[src/rtl/cdds_pkg.sv]
// Package for the civil date day shift block: calendar constants, reciprocal
// constants for the constant divisions, the month start table and stage types.
// No dependencies.
package cdds_pkg;

    localparam int MAX_YEAR   = 9999;
    localparam int ERA_DAYS   = 146097;
    localparam int CENT_DAYS  = 36524;
    localparam int QUAD_DAYS  = 1461;
    localparam int YEAR_DAYS  = 365;
    localparam int DAY_SECS   = 86400;
    localparam int LOW_COUNT  = -59;
    localparam int MAX_U      = MAX_YEAR + 400;
    localparam int HIGH_COUNT = 365 * MAX_U + MAX_U / 4 - MAX_U / 100 + MAX_U / 400
                                - ERA_DAYS + 306;

    // Reciprocals for division by constants; shifts are in the slice positions.
    localparam int REC_CENT   = 5243;     // /100, shift 19, exact for u < 10400
    localparam int REC_MIN    = 139811;   // /60, shift 23, exact below 86400
    localparam int REC_HOUR   = 1093;     // /60, shift 16, exact below 1440
    localparam int REC_ERA    = 29398;    // /146097, shift 32, may be one low
    localparam int REC_QUAD   = 1435;     // /1461, shift 21, may be one low

    localparam int NUM_STAGES = 13;

    function automatic logic [8:0] month_base(input logic [3:0] idx);
        logic [8:0] res;
        unique case (idx)
            4'd0:    res = 9'd0;
            4'd1:    res = 9'd31;
            4'd2:    res = 9'd61;
            4'd3:    res = 9'd92;
            4'd4:    res = 9'd122;
            4'd5:    res = 9'd153;
            4'd6:    res = 9'd184;
            4'd7:    res = 9'd214;
            4'd8:    res = 9'd245;
            4'd9:    res = 9'd275;
            4'd10:   res = 9'd306;
            4'd11:   res = 9'd337;
            default: res = 9'd0;
        endcase
        return res;
    endfunction

    typedef struct packed {
        logic [22:0] src;
        logic [22:0] shc;
        logic        bad;
        logic [4:0]  hr;
        logic [5:0]  mn;
        logic [5:0]  ss;
    } t_tail;

    typedef struct packed {
        logic [13:0] u;
        logic [8:0]  mb;
        logic [4:0]  day;
        logic [16:0] secs;
        logic        carry;
        logic [22:0] off;
    } t_st1;

    typedef struct packed {
        logic [6:0]  c;
        logic [13:0] u;
        logic [8:0]  mb;
        logic [5:0]  dc;
        logic [16:0] secs;
        logic [10:0] q;
        logic [22:0] off;
    } t_st2;

    typedef struct packed {
        logic [6:0]  yy;
        logic [22:0] p1;
        logic [5:0]  ss;
        logic [4:0]  hr;
        logic [10:0] q;
        logic [22:0] off;
    } t_st3;

    typedef struct packed {
        logic [22:0] src;
        logic [4:0]  hr;
        logic [5:0]  mn;
        logic [5:0]  ss;
        logic [22:0] off;
    } t_st4;

    typedef struct packed {
        logic [21:0] d;
        t_tail       tl;
    } t_st5;

    typedef struct packed {
        logic [4:0]  era;
        logic [21:0] d;
        t_tail       tl;
    } t_st6;

    typedef struct packed {
        logic [4:0]  era;
        logic [18:0] rem;
        t_tail       tl;
    } t_st7;

    typedef struct packed {
        logic [4:0]  era;
        logic [1:0]  c2;
        logic [15:0] doc;
        t_tail       tl;
    } t_st8;

    typedef struct packed {
        logic [4:0]  era;
        logic [1:0]  c2;
        logic [4:0]  q4;
        logic [15:0] doc;
        t_tail       tl;
    } t_st9;

    typedef struct packed {
        logic [4:0]  era;
        logic [1:0]  c2;
        logic [4:0]  q4;
        logic [11:0] r4;
        t_tail       tl;
    } t_st10;

    typedef struct packed {
        logic [4:0]  era;
        logic [8:0]  yoe;
        logic [8:0]  doy;
        t_tail       tl;
    } t_st11;

    typedef struct packed {
        logic [13:0] y;
        logic [3:0]  mp;
        logic [4:0]  rd;
        t_tail       tl;
    } t_st12;

    typedef struct packed {
        logic [13:0] yr;
        logic [3:0]  mo;
        logic [4:0]  dy;
        t_tail       tl;
    } t_res;

endpackage

[src/rtl/civil_date_day_shift.sv]
// Civil date day shift: top level, a thirteen stage pipeline that converts a date to a
// March-based day count, adds a signed day offset and converts the result back.
// Depends on cdds_pkg.
//
// One transfer is taken in every clock cycle when the output side is not stalled; the
// depth is set by the chain of constant divisions (century, era, quadrennium) that each
// get a multiply stage; the era and quadrennium divisions also get a correction stage.
// Stages hold valid bits of their own, so an empty stage further down lets a new
// transfer in while a finished result waits.
// Results outside years 0 to 9999 raise tuser and give zero year, month and day.
module civil_date_day_shift (
    input  logic        i_clk,
    input  logic        i_rst_n,
    input  logic        s_axis_tvalid,
    output logic        s_axis_tready,
    // src_year[13:0], src_month[17:14], src_day[22:18], src_hour[27:23],
    // src_minute[33:28], src_second[39:34], day_offset[62:40], zero[63]
    input  logic [63:0] s_axis_tdata,
    output logic        m_axis_tvalid,
    input  logic        m_axis_tready,
    // source_day_count[22:0], shifted_day_count[45:23], res_year[59:46],
    // res_month[63:60], res_day[68:64], res_hour[73:69], res_minute[79:74],
    // res_second[85:80], zero[87:86]
    output logic [87:0] m_axis_tdata,
    // out_of_range[0]
    output logic [0:0]  m_axis_tuser
);
    import cdds_pkg::*;

    localparam int NS = NUM_STAGES;
    localparam logic signed [23:0] LOW24  = 24'(LOW_COUNT);
    localparam logic signed [23:0] HIGH24 = 24'(HIGH_COUNT);

    logic [NS-1:0] r_v, n_v, adv;

    t_st1  r_s1, n_s1;
    t_st2  r_s2, n_s2;
    t_st3  r_s3, n_s3;
    t_st4  r_s4, n_s4;
    t_st5  r_s5, n_s5;
    t_st6  r_s6, n_s6;
    t_st7  r_s7, n_s7;
    t_st8  r_s8, n_s8;
    t_st9  r_s9, n_s9;
    t_st10 r_s10, n_s10;
    t_st11 r_s11, n_s11;
    t_st12 r_s12, n_s12;
    t_res  r_out, n_out;

    // A stage may load when it or any stage after it is empty, or the output is taken.
    always_comb begin
        for (int i = 0; i < NS; i++) begin
            adv[i] = m_axis_tready || ((~r_v >> i) != '0);
        end
        n_v[0] = adv[0] ? s_axis_tvalid : r_v[0];
        for (int i = 1; i < NS; i++) begin
            n_v[i] = adv[i] ? r_v[i-1] : r_v[i];
        end
    end

    always_ff @(posedge i_clk) begin
        if (!i_rst_n) begin
            r_v <= '0;
        end else begin
            r_v <= n_v;
        end
    end

    // Stage 1: clamp fields, move January and February to the prior year, total seconds.
    always_comb begin
        logic [13:0] y_in;
        logic [3:0]  m_cl;
        logic [3:0]  mi;
        logic        lt3;
        logic [16:0] s_sum;
        y_in = s_axis_tdata[13:0];
        if (y_in > 14'(MAX_YEAR)) begin
            y_in = 14'(MAX_YEAR);
        end
        m_cl = s_axis_tdata[17:14];
        if (m_cl == 4'd0) begin
            m_cl = 4'd1;
        end else if (m_cl > 4'd12) begin
            m_cl = 4'd12;
        end
        lt3 = m_cl < 4'd3;
        mi = lt3 ? m_cl + 4'd9 : m_cl - 4'd3;
        s_sum = 17'(s_axis_tdata[27:23]) * 17'd3600 + 17'(s_axis_tdata[33:28]) * 17'd60
                + 17'(s_axis_tdata[39:34]);
        n_s1.u     = y_in + (lt3 ? 14'd399 : 14'd400);
        n_s1.mb    = month_base(mi);
        n_s1.day   = s_axis_tdata[22:18];
        n_s1.carry = s_sum >= 17'(DAY_SECS);
        n_s1.secs  = n_s1.carry ? s_sum - 17'(DAY_SECS) : s_sum;
        n_s1.off   = s_axis_tdata[62:40];
    end

    // Stage 2: century of the shifted year and whole minutes of the day.
    always_comb begin
        logic [25:0] pc;
        logic [34:0] pm;
        pc = 26'(r_s1.u) * 26'(REC_CENT);
        pm = 35'(r_s1.secs) * 35'(REC_MIN);
        n_s2.c    = pc[25:19];
        n_s2.u    = r_s1.u;
        n_s2.mb   = r_s1.mb;
        n_s2.dc   = 6'(r_s1.day) + 6'(r_s1.carry);
        n_s2.secs = r_s1.secs;
        n_s2.q    = pm[33:23];
        n_s2.off  = r_s1.off;
    end

    // Stage 3: year within the century, century part of the count, seconds and hours.
    always_comb begin
        logic [13:0] yy_w;
        logic [16:0] ss_w;
        logic [21:0] ph;
        yy_w = r_s2.u - 14'(r_s2.c) * 14'd100;
        ss_w = r_s2.secs - 17'(r_s2.q) * 17'd60;
        ph   = 22'(r_s2.q) * 22'(REC_HOUR);
        n_s3.yy  = yy_w[6:0];
        n_s3.p1  = 23'(r_s2.c) * 23'(CENT_DAYS) + 23'(r_s2.c >> 2) + 23'(r_s2.mb)
                   + 23'(r_s2.dc) - 23'(ERA_DAYS);
        n_s3.ss  = ss_w[5:0];
        n_s3.hr  = ph[20:16];
        n_s3.q   = r_s2.q;
        n_s3.off = r_s2.off;
    end

    // Stage 4: day count of the source date and minutes of the hour.
    always_comb begin
        logic [10:0] mn_w;
        mn_w = r_s3.q - 11'(r_s3.hr) * 11'd60;
        n_s4.src = r_s3.p1 + 23'(r_s3.yy) * 23'(YEAR_DAYS) + 23'(r_s3.yy >> 2);
        n_s4.hr  = r_s3.hr;
        n_s4.mn  = mn_w[5:0];
        n_s4.ss  = r_s3.ss;
        n_s4.off = r_s3.off;
    end

    // Stage 5: add the offset, saturate, and move the count into one positive era.
    always_comb begin
        logic signed [23:0] sum;
        logic [23:0]        dw;
        logic               lo, hi;
        sum = $signed({r_s4.src[22], r_s4.src}) + $signed({r_s4.off[22], r_s4.off});
        lo  = sum < LOW24;
        hi  = sum > HIGH24;
        dw  = sum + 24'(ERA_DAYS - 1);
        n_s5.d      = dw[21:0];
        n_s5.tl.src = r_s4.src;
        n_s5.tl.shc = lo ? LOW24[22:0] : (hi ? HIGH24[22:0] : sum[22:0]);
        n_s5.tl.bad = lo || hi;
        n_s5.tl.hr  = r_s4.hr;
        n_s5.tl.mn  = r_s4.mn;
        n_s5.tl.ss  = r_s4.ss;
    end

    // Stage 6: era estimate.
    always_comb begin
        logic [36:0] pe;
        pe = 37'(r_s5.d) * 37'(REC_ERA);
        n_s6.era = pe[36:32];
        n_s6.d   = r_s5.d;
        n_s6.tl  = r_s5.tl;
    end

    // Stage 7: remainder against the era estimate.
    always_comb begin
        logic [21:0] rw;
        rw = r_s6.d - 22'(r_s6.era) * 22'(ERA_DAYS);
        n_s7.era = r_s6.era;
        n_s7.rem = rw[18:0];
        n_s7.tl  = r_s6.tl;
    end

    // Stage 8: correct the era, then split the day of era into centuries.
    always_comb begin
        logic        ge;
        logic [18:0] dw;
        logic [17:0] doe;
        logic [17:0] dcw;
        logic [1:0]  c2;
        ge  = r_s7.rem >= 19'(ERA_DAYS);
        dw  = ge ? r_s7.rem - 19'(ERA_DAYS) : r_s7.rem;
        doe = dw[17:0];
        if (doe >= 18'(3 * CENT_DAYS)) begin
            c2 = 2'd3;
        end else if (doe >= 18'(2 * CENT_DAYS)) begin
            c2 = 2'd2;
        end else if (doe >= 18'(CENT_DAYS)) begin
            c2 = 2'd1;
        end else begin
            c2 = 2'd0;
        end
        dcw = doe - 18'(c2) * 18'(CENT_DAYS);
        n_s8.era = r_s7.era + 5'(ge);
        n_s8.c2  = c2;
        n_s8.doc = dcw[15:0];
        n_s8.tl  = r_s7.tl;
    end

    // Stage 9: quadrennium estimate.
    always_comb begin
        logic [26:0] pq;
        pq = 27'(r_s8.doc) * 27'(REC_QUAD);
        n_s9.era = r_s8.era;
        n_s9.c2  = r_s8.c2;
        n_s9.q4  = pq[25:21];
        n_s9.doc = r_s8.doc;
        n_s9.tl  = r_s8.tl;
    end

    // Stage 10: remainder against the quadrennium estimate.
    always_comb begin
        logic [15:0] rw;
        rw = r_s9.doc - 16'(r_s9.q4) * 16'(QUAD_DAYS);
        n_s10.era = r_s9.era;
        n_s10.c2  = r_s9.c2;
        n_s10.q4  = r_s9.q4;
        n_s10.r4  = rw[11:0];
        n_s10.tl  = r_s9.tl;
    end

    // Stage 11: correct the quadrennium, then year within it and day of year.
    always_comb begin
        logic        ge;
        logic [11:0] dqw;
        logic [10:0] dq;
        logic [1:0]  yq;
        logic [10:0] dyw;
        logic [4:0]  q4;
        ge  = r_s10.r4 >= 12'(QUAD_DAYS);
        dqw = ge ? r_s10.r4 - 12'(QUAD_DAYS) : r_s10.r4;
        dq  = dqw[10:0];
        q4  = r_s10.q4 + 5'(ge);
        if (dq >= 11'(3 * YEAR_DAYS)) begin
            yq = 2'd3;
        end else if (dq >= 11'(2 * YEAR_DAYS)) begin
            yq = 2'd2;
        end else if (dq >= 11'(YEAR_DAYS)) begin
            yq = 2'd1;
        end else begin
            yq = 2'd0;
        end
        dyw = dq - 11'(yq) * 11'(YEAR_DAYS);
        n_s11.era = r_s10.era;
        n_s11.yoe = 9'(r_s10.c2) * 9'd100 + 9'(q4) * 9'd4 + 9'(yq);
        n_s11.doy = dyw[8:0];
        n_s11.tl  = r_s10.tl;
    end

    // Stage 12: month from the month start table, day of month, March-based year.
    always_comb begin
        int         cnt;
        logic [8:0] rdw;
        cnt = 0;
        for (int i = 1; i < 12; i++) begin
            if (r_s11.doy >= month_base(4'(i))) begin
                cnt = cnt + 1;
            end
        end
        n_s12.mp = 4'(cnt);
        rdw      = r_s11.doy - month_base(4'(cnt)) + 9'd1;
        n_s12.rd = rdw[4:0];
        n_s12.y  = 14'(r_s11.yoe) + 14'(r_s11.era) * 14'd400;
        n_s12.tl = r_s11.tl;
    end

    // Stage 13: calendar month and year, blanked when out of range.
    always_comb begin
        logic [3:0] rm;
        rm = (r_s12.mp < 4'd10) ? r_s12.mp + 4'd3 : r_s12.mp - 4'd9;
        n_out.tl = r_s12.tl;
        if (r_s12.tl.bad) begin
            n_out.yr = '0;
            n_out.mo = '0;
            n_out.dy = '0;
        end else begin
            n_out.yr = r_s12.y - 14'd400 + 14'(rm <= 4'd2);
            n_out.mo = rm;
            n_out.dy = r_s12.rd;
        end
    end

    always_ff @(posedge i_clk) begin
        if (adv[0])  r_s1  <= n_s1;
        if (adv[1])  r_s2  <= n_s2;
        if (adv[2])  r_s3  <= n_s3;
        if (adv[3])  r_s4  <= n_s4;
        if (adv[4])  r_s5  <= n_s5;
        if (adv[5])  r_s6  <= n_s6;
        if (adv[6])  r_s7  <= n_s7;
        if (adv[7])  r_s8  <= n_s8;
        if (adv[8])  r_s9  <= n_s9;
        if (adv[9])  r_s10 <= n_s10;
        if (adv[10]) r_s11 <= n_s11;
        if (adv[11]) r_s12 <= n_s12;
        if (adv[12]) r_out <= n_out;
    end

    assign s_axis_tready = adv[0];
    assign m_axis_tvalid = r_v[NS-1];
    assign m_axis_tdata  = {2'b00, r_out.tl.ss, r_out.tl.mn, r_out.tl.hr, r_out.dy,
                            r_out.mo, r_out.yr, r_out.tl.shc, r_out.tl.src};
    assign m_axis_tuser  = r_out.tl.bad;

    // Input is refused only when every stage holds an item.
    a_full_stall: assert property (@(posedge i_clk) disable iff (!i_rst_n)
        !s_axis_tready |-> (&r_v))
        else $error("input stalled with an empty stage");

    a_bad_blank: assert property (@(posedge i_clk) disable iff (!i_rst_n)
        (r_v[NS-1] && r_out.tl.bad) |-> (r_out.yr == '0 && r_out.mo == '0 && r_out.dy == '0))
        else $error("out of range result carries a date");

    a_bad_bound: assert property (@(posedge i_clk) disable iff (!i_rst_n)
        (r_v[NS-1] && r_out.tl.bad) |->
            (r_out.tl.shc == LOW24[22:0] || r_out.tl.shc == HIGH24[22:0]))
        else $error("out of range count not at a bound");

    a_date_ok: assert property (@(posedge i_clk) disable iff (!i_rst_n)
        (r_v[NS-1] && !r_out.tl.bad) |->
            (r_out.mo >= 4'd1 && r_out.mo <= 4'd12 && r_out.dy >= 5'd1
             && r_out.yr <= 14'(MAX_YEAR)))
        else $error("converted date has an impossible field");

    a_time_ok: assert property (@(posedge i_clk) disable iff (!i_rst_n)
        r_v[NS-1] |-> (r_out.tl.hr < 5'd24 && r_out.tl.mn < 6'd60 && r_out.tl.ss < 6'd60))
        else $error("time of day not normalised");

endmodule

[config.mk]
export PLATFORM = sky130hd
export DESIGN_NAME = civil_date_day_shift
export DESIGN_NICKNAME = d
export VERILOG_FILES = /design/src/rtl/cdds_pkg.sv /design/src/rtl/civil_date_day_shift.sv
export SDC_FILE = /design/constraint.sdc
export NUM_CORES = 2
export LEC_CHECK = 0
export ABC_CLOCK_PERIOD_IN_PS = 15840
export BUFFER_PORTS_ARGS = -buffer_cell sky130_fd_sc_hd__buf_2
export CORE_ASPECT_RATIO = 0.9
export CORE_MARGIN = 4
export CORE_UTILIZATION = 45
export DETAILED_ROUTE_END_ITERATION = 6
export MAX_ROUTING_LAYER = met4
export RECOVER_POWER = 50
export REMOVE_ABC_BUFFERS = 1
export SLEW_MARGIN = 20
export SYNTH_ARGS = -nofsm -noshare
export SYNTH_HDL_FRONTEND = slang
export SYNTH_SLANG_ARGS = --single-unit
[constraint.sdc]
create_clock -name i_clk -period 15.84 [get_ports i_clk]
set_input_delay 2.376 -clock i_clk [delete_from_list [all_inputs] [get_ports i_clk]]
set_output_delay 2.376 -clock i_clk [all_outputs]
set_load 0.02 [all_outputs]
# == Word level (Yosys, flattened, before mapping) ==
# Memories as Yosys holds them, arrays and structs flattened. A register that Yosys moved wholly into a read port is not among the register bits.
# Cells that the tools add are included.
# op_classes
n_div,0
mul,18
n_addsub,45
reduce_logical,28
shift,0
n_bitwise,1
mux,27
magnitude_cmp,27
n_eq_ne,0
# op_table
cell,n
nonzero test 13 bit,12
two-way mux 4 bit,13
adder 23 x 5 -> 23 bit,2
adder 4 x 2 -> 4 bit (second input constant),9
>= comparator 18 x 17 -> 1 bit (second input constant),2
>= comparator 9 x 8 -> 1 bit (second input constant),4
multiplier 22 x 14 -> 36 bit (second input constant),1
multiplier 17 x 18 -> 34 bit (second input constant),1
>= comparator 9 bit (second input constant),3
multiplier 14 x 13 -> 26 bit (second input constant),1
multiplier 16 x 11 -> 26 bit (second input constant),1
adder 23 x 23 -> 24 bit,1
greater-than comparator 24 x 23 -> 1 bit (second input constant),1
less-than comparator 24 x 7 -> 1 bit (second input constant),1
adder 23 x 16 -> 23 bit,1
adder 23 x 6 -> 23 bit,1
adder 23 x 9 -> 23 bit,1
two-way mux 23 bit,1
subtractor 23 x 18 -> 23 bit (second input constant),1
adder 22 x 19 -> 22 bit (second input constant),1
multiplier 11 x 11 -> 21 bit (second input constant),1
multiplier 7 x 14 -> 21 bit (second input constant),1
>= comparator 19 x 18 -> 1 bit (second input constant),1
multiplier 5 x 18 -> 19 bit (second input constant),1
62 further kinds,84
# totals
reg_bits,1061
output_inout_bits,91
romBits,288
memories,2
input_bits,68
latchBits,0
mem_bits_rw,0
# memory_table
memory,words,width,read_ports,rd_clocked_by_memory_dff,write_ports,line,rtl
(name not given),16,9,1,0,0,cdds_pkg.sv:28,unique case (idx)
(name not given),16,9,1,1,0,cdds_pkg.sv:28,

# == Logic depth before layout (Yosys ltp) ==
# An unclocked memory read counts as a cell.
# logic_depth
word_depth,25
depth_mapped,44

# == Worst setup path before layout ==
# No wires, ideal clock.
# synth_path
kind,input -> output
from,in m_axis_tready
to,out s_axis_tready
t_required_ns,13.464
slack_ns,6.489
arrival_ns,6.975
stages,8
cell_sequence,nor2b_1 > inv_1 > nor2_1 > and2_1 > and3_1 > and3_1 > and2_1 > nand3_1
# synth_between
elab_chain_len,1
# synth_lines
element,line,rtl
from (decl),civil_date_day_shift.sv:20,"input logic m_axis_tready,"
logical OR 1 bit,civil_date_day_shift.sv:53,adv[i] = m_axis_tready || ((~r_v >> i) != '0);
to (decl),civil_date_day_shift.sv:15,"output logic s_axis_tready,"
# No other way between the ends.

==> run_results.csv <==
group,metric,value,unit
status,status,"finished with violations",
status,failed_checks,"max-capacitance violations, max-slew violations",
critical_path,r2r_start,"r_s11[68]",
detailed_routing,drc_errors,0,
floorplanning,die_x,411,um
synthesis,yosys-top-cells-area,"edfxtp_1, ha_1, fa_1",
critical_path,path_class,"reg -> reg",
synthesis,yosysSeqAreaShare,0.487,
detailed_routing,viasPerCell,4.94,
global_route,grt_pass1_wl,191000,um
floorplanning,io_pins,159,
hold_path,hp-start,"n_s4[26]",
clock_network,clk_latency,730,ps
cells_and_area,nFillCells,12500,
detailed_routing,ant_nets,0,
critical_path,critPathTopFamily,"adder cells",
placed_design,io_buffers,155,
sta,fin_crit,9430,ps
synthesis,synth.avg_cell_area,13.4,sq um
floorplanning,dieArea,152000,sq um
detailed_routing,drtIter0Drc,1851,
global_route,grt_start_max_net_pins,71,
synthesis,yosysTopAreaCell,"edfxtp_1",
clock_network,cts_setup_buffers,0,
clock_network,clk_path_buf_depth,3,
critical_path,setup.worst_path.start_class,"register",
cells_and_area,syn_to_final_growth,10.3,%
hold_path,hp-class,"reg -> reg",
critical_path,slowest_delay,710,ps
synthesis,async_reset_ff_frac,0,
synthesis,syn_area,65700,sq um
detailed_routing,routed_wl,114000,um
global_route,antenna_found_initial,2,
sta,finalSetupViolCount,0,
critical_path,timing.rr.end,"r_s12[68]",
critical_path,cp.arrival,9890,ps
critical_path,cp_slowest_cell,"edfxtp_1",
floorplanning,core-area,145000,sq um
sta,slew_viol_final,199,
cells_and_area,drive_above_1_share,0.0745,
critical_path,ff2ff_path_depth,40,
critical_path,r2r_slack,6410,ps
job,drv_cap,5,
floorplanning,fp-row-count,132,
global_route,grt_pass1_vias,36600,
clock_network,cts_resized,0,
clock_network,cts_tree,"built",
global_route,grtUsageTotal,0.160,
sta,finalCritPeriodShare,0.595,
synthesis,yosysMostFrequentCell,"edfxtp_1",
sta,finalSetupTns,0,ps
synthesis,ys_warn_count,0,
hold_path,min_to,"n_s5[3]",
critical_path,cp_common_cell,"ha_1",
detailed_routing,wire_per_inst,15.9,um
critical_path,cp.required,16310,ps
sta,slew_headroom,-0.977,
placed_design,place_hpwl,88300,um
synthesis,synth_flop_cell,"edfxtp_1",
synthesis,synthTopCellsByCount,"edfxtp_1, ha_1, inv_1",
sta,hold_violations,0,
synthesis,yosysUniqueCellTypes,105,
sta,worstMarginPinSlew,2960,ps
cells_and_area,multiInputGateArea,30300,sq um
clock_network,path_clk_slew,60,ps
sta,timing.fmax,0.106,GHz
clock_network,htree_levels,3,
detailed_routing,vias,35500,
critical_path,cp_num_buf_inv,2,
global_route,gr-total-overflow,0,
hold_path,whs_path_depth,0,
floorplanning,start_util,0.455,
clock_network,cts-buffers-inserted,109,
cells_and_area,nNetsFinal,6553,
critical_path,critPathCaptureType,"register",
critical_path,critPathMaxFanout,15,
placed_design,place_congestion,0.842,
synthesis,synth_edf_count,1057,
detailed_routing,drt_pre_antenna_iters,5,
floorplanning,fp.dieH,371,um
synthesis,synthCells,4909,
clock_network,clock_sinks,1070,
synthesis,yosys_register_bits,1070,
cells_and_area,register_area,32000,sq um
sta,grt_setup_unrepaired,"false",
sta,fin_skew,71.0,ps
synthesis,yosys.area.top_type_share,0.483,
clock_network,cts_root_buffer,"clkbuf_16",
clock_network,holdBufCountCts,0,
## worst register-to-register path, delay by kind of cell, from the launching register on
family                   cells  cell delay [ps]
XOR/XNOR                     5              910
buffers and inverters        2              250
multiplexers                 2              510
AND/OR/NAND/NOR             12             2090
AO/OA/AOI/OAI                8             1350
adder cells (fa/ha/maj)     11             3380
flip-flops                   1              710
## worst max path at each step
stage | to | cells after the start | slack, ps | startpoint
finish | r_s12[68] | 40 | 6410 | r_s11[68]
global route | r_s12[68] | 40 | 5780 | r_s11[68]
CTS | r_s12[68] | 40 | 6440 | r_s11[68]
detailed placement | r_s12[68] | 40 | 6540 | r_s11[68]
global placement | r_s12[68] | 40 | 6650 | r_s11[68]
floorplan | s_axis_tready | 8 | 6490 | m_axis_tready
## through the flow
stage,std cells,worst slack [ps],area [sq um],utilization,hold slack [ps]
floorplan,4875,6490,65500,-,400
global placement,6988,6650,68900,0.477,401
detailed placement,6988,6540,68900,0.477,405
CTS,7188,6440,72600,0.502,379
global route,7188,5780,72500,0.502,393
finish,7189,6410,72500,0.502,389
## cell type report
cell class,count,share of cell area
clock buffer,125,0.0385
inverter,860,0.0446
antenna,1,0.0000345
clock inverter,75,0.0119
timing repair buffer,170,0.0119
multi-input combinational,2945,0.418
tap,1943,0.0335
sequential,1070,0.442
## registers in the layout, indices dropped and copies added (netlist names), 24 cells and up
signal,flops
n_s4,34
n_s6,86
n_s11,69
r_s7,24
r_s3,36
n_s3,34
n_s10,76
n_s8,64
n_s9,87
n_s5,40
r_s2,35
n_out,64
n_s2,63
n_s7,69
n_s12,64
m_axis_tdata,86
## routing by layer
layer	routed length, um	GRT usage	vias up
li1	-	-	17700
met1	54700	0.219	17200
met2	52700	0.257	524
met3	4440	0.0229	170
met4	2420	0.0358	0
met5	0	-	-
## cells by family after synthesis
| group | after synthesis | share of synthesized area |
|---|---|---|
| fa+ha+maj | 1329 | 0.301 |
| flops | 1070 | 0.487 |
| buf+inv | 895 | 0.0521 |
| simple gates | 662 | 0.0506 |
| compound gates | 628 | 0.0650 |
| xor+xnor | 311 | 0.0423 |
| mux | 13 | 0.00211 |
| other cells | 1 | 0.0000571 |
## cells in the final DEF, fill, tap and decap left out, drive strengths merged, types with 18 or more instances in the layout
cell type | netlist | layout
nand2 | 123 | 123
clkbuf | 16 | 135
o21a | 37 | 37
o21bai | 24 | 24
or2 | 23 | 23
o21ai | 122 | 122
nand4 | 20 | 20
nor3 | 64 | 64
xor2 | 85 | 85
a21boi | 20 | 20
ha | 911 | 911
inv | 859 | 859
edfxtp | 1057 | 1057
a31oi | 26 | 26
and2 | 23 | 23
nand2b | 31 | 31
nor2b | 41 | 41
xnor2 | 223 | 223
nor4 | 18 | 18
a21o | 78 | 78
or3 | 18 | 18
fa | 418 | 418
and3 | 29 | 29
a211oi | 22 | 22
a21oi | 161 | 161
nand3 | 58 | 58
buf | 19 | 160
nor2 | 182 | 182
clkinv | 1 | 52
Power is not shown: default switching activity piles up to over one toggle a cycle in this logic, so the estimate is an artifact.
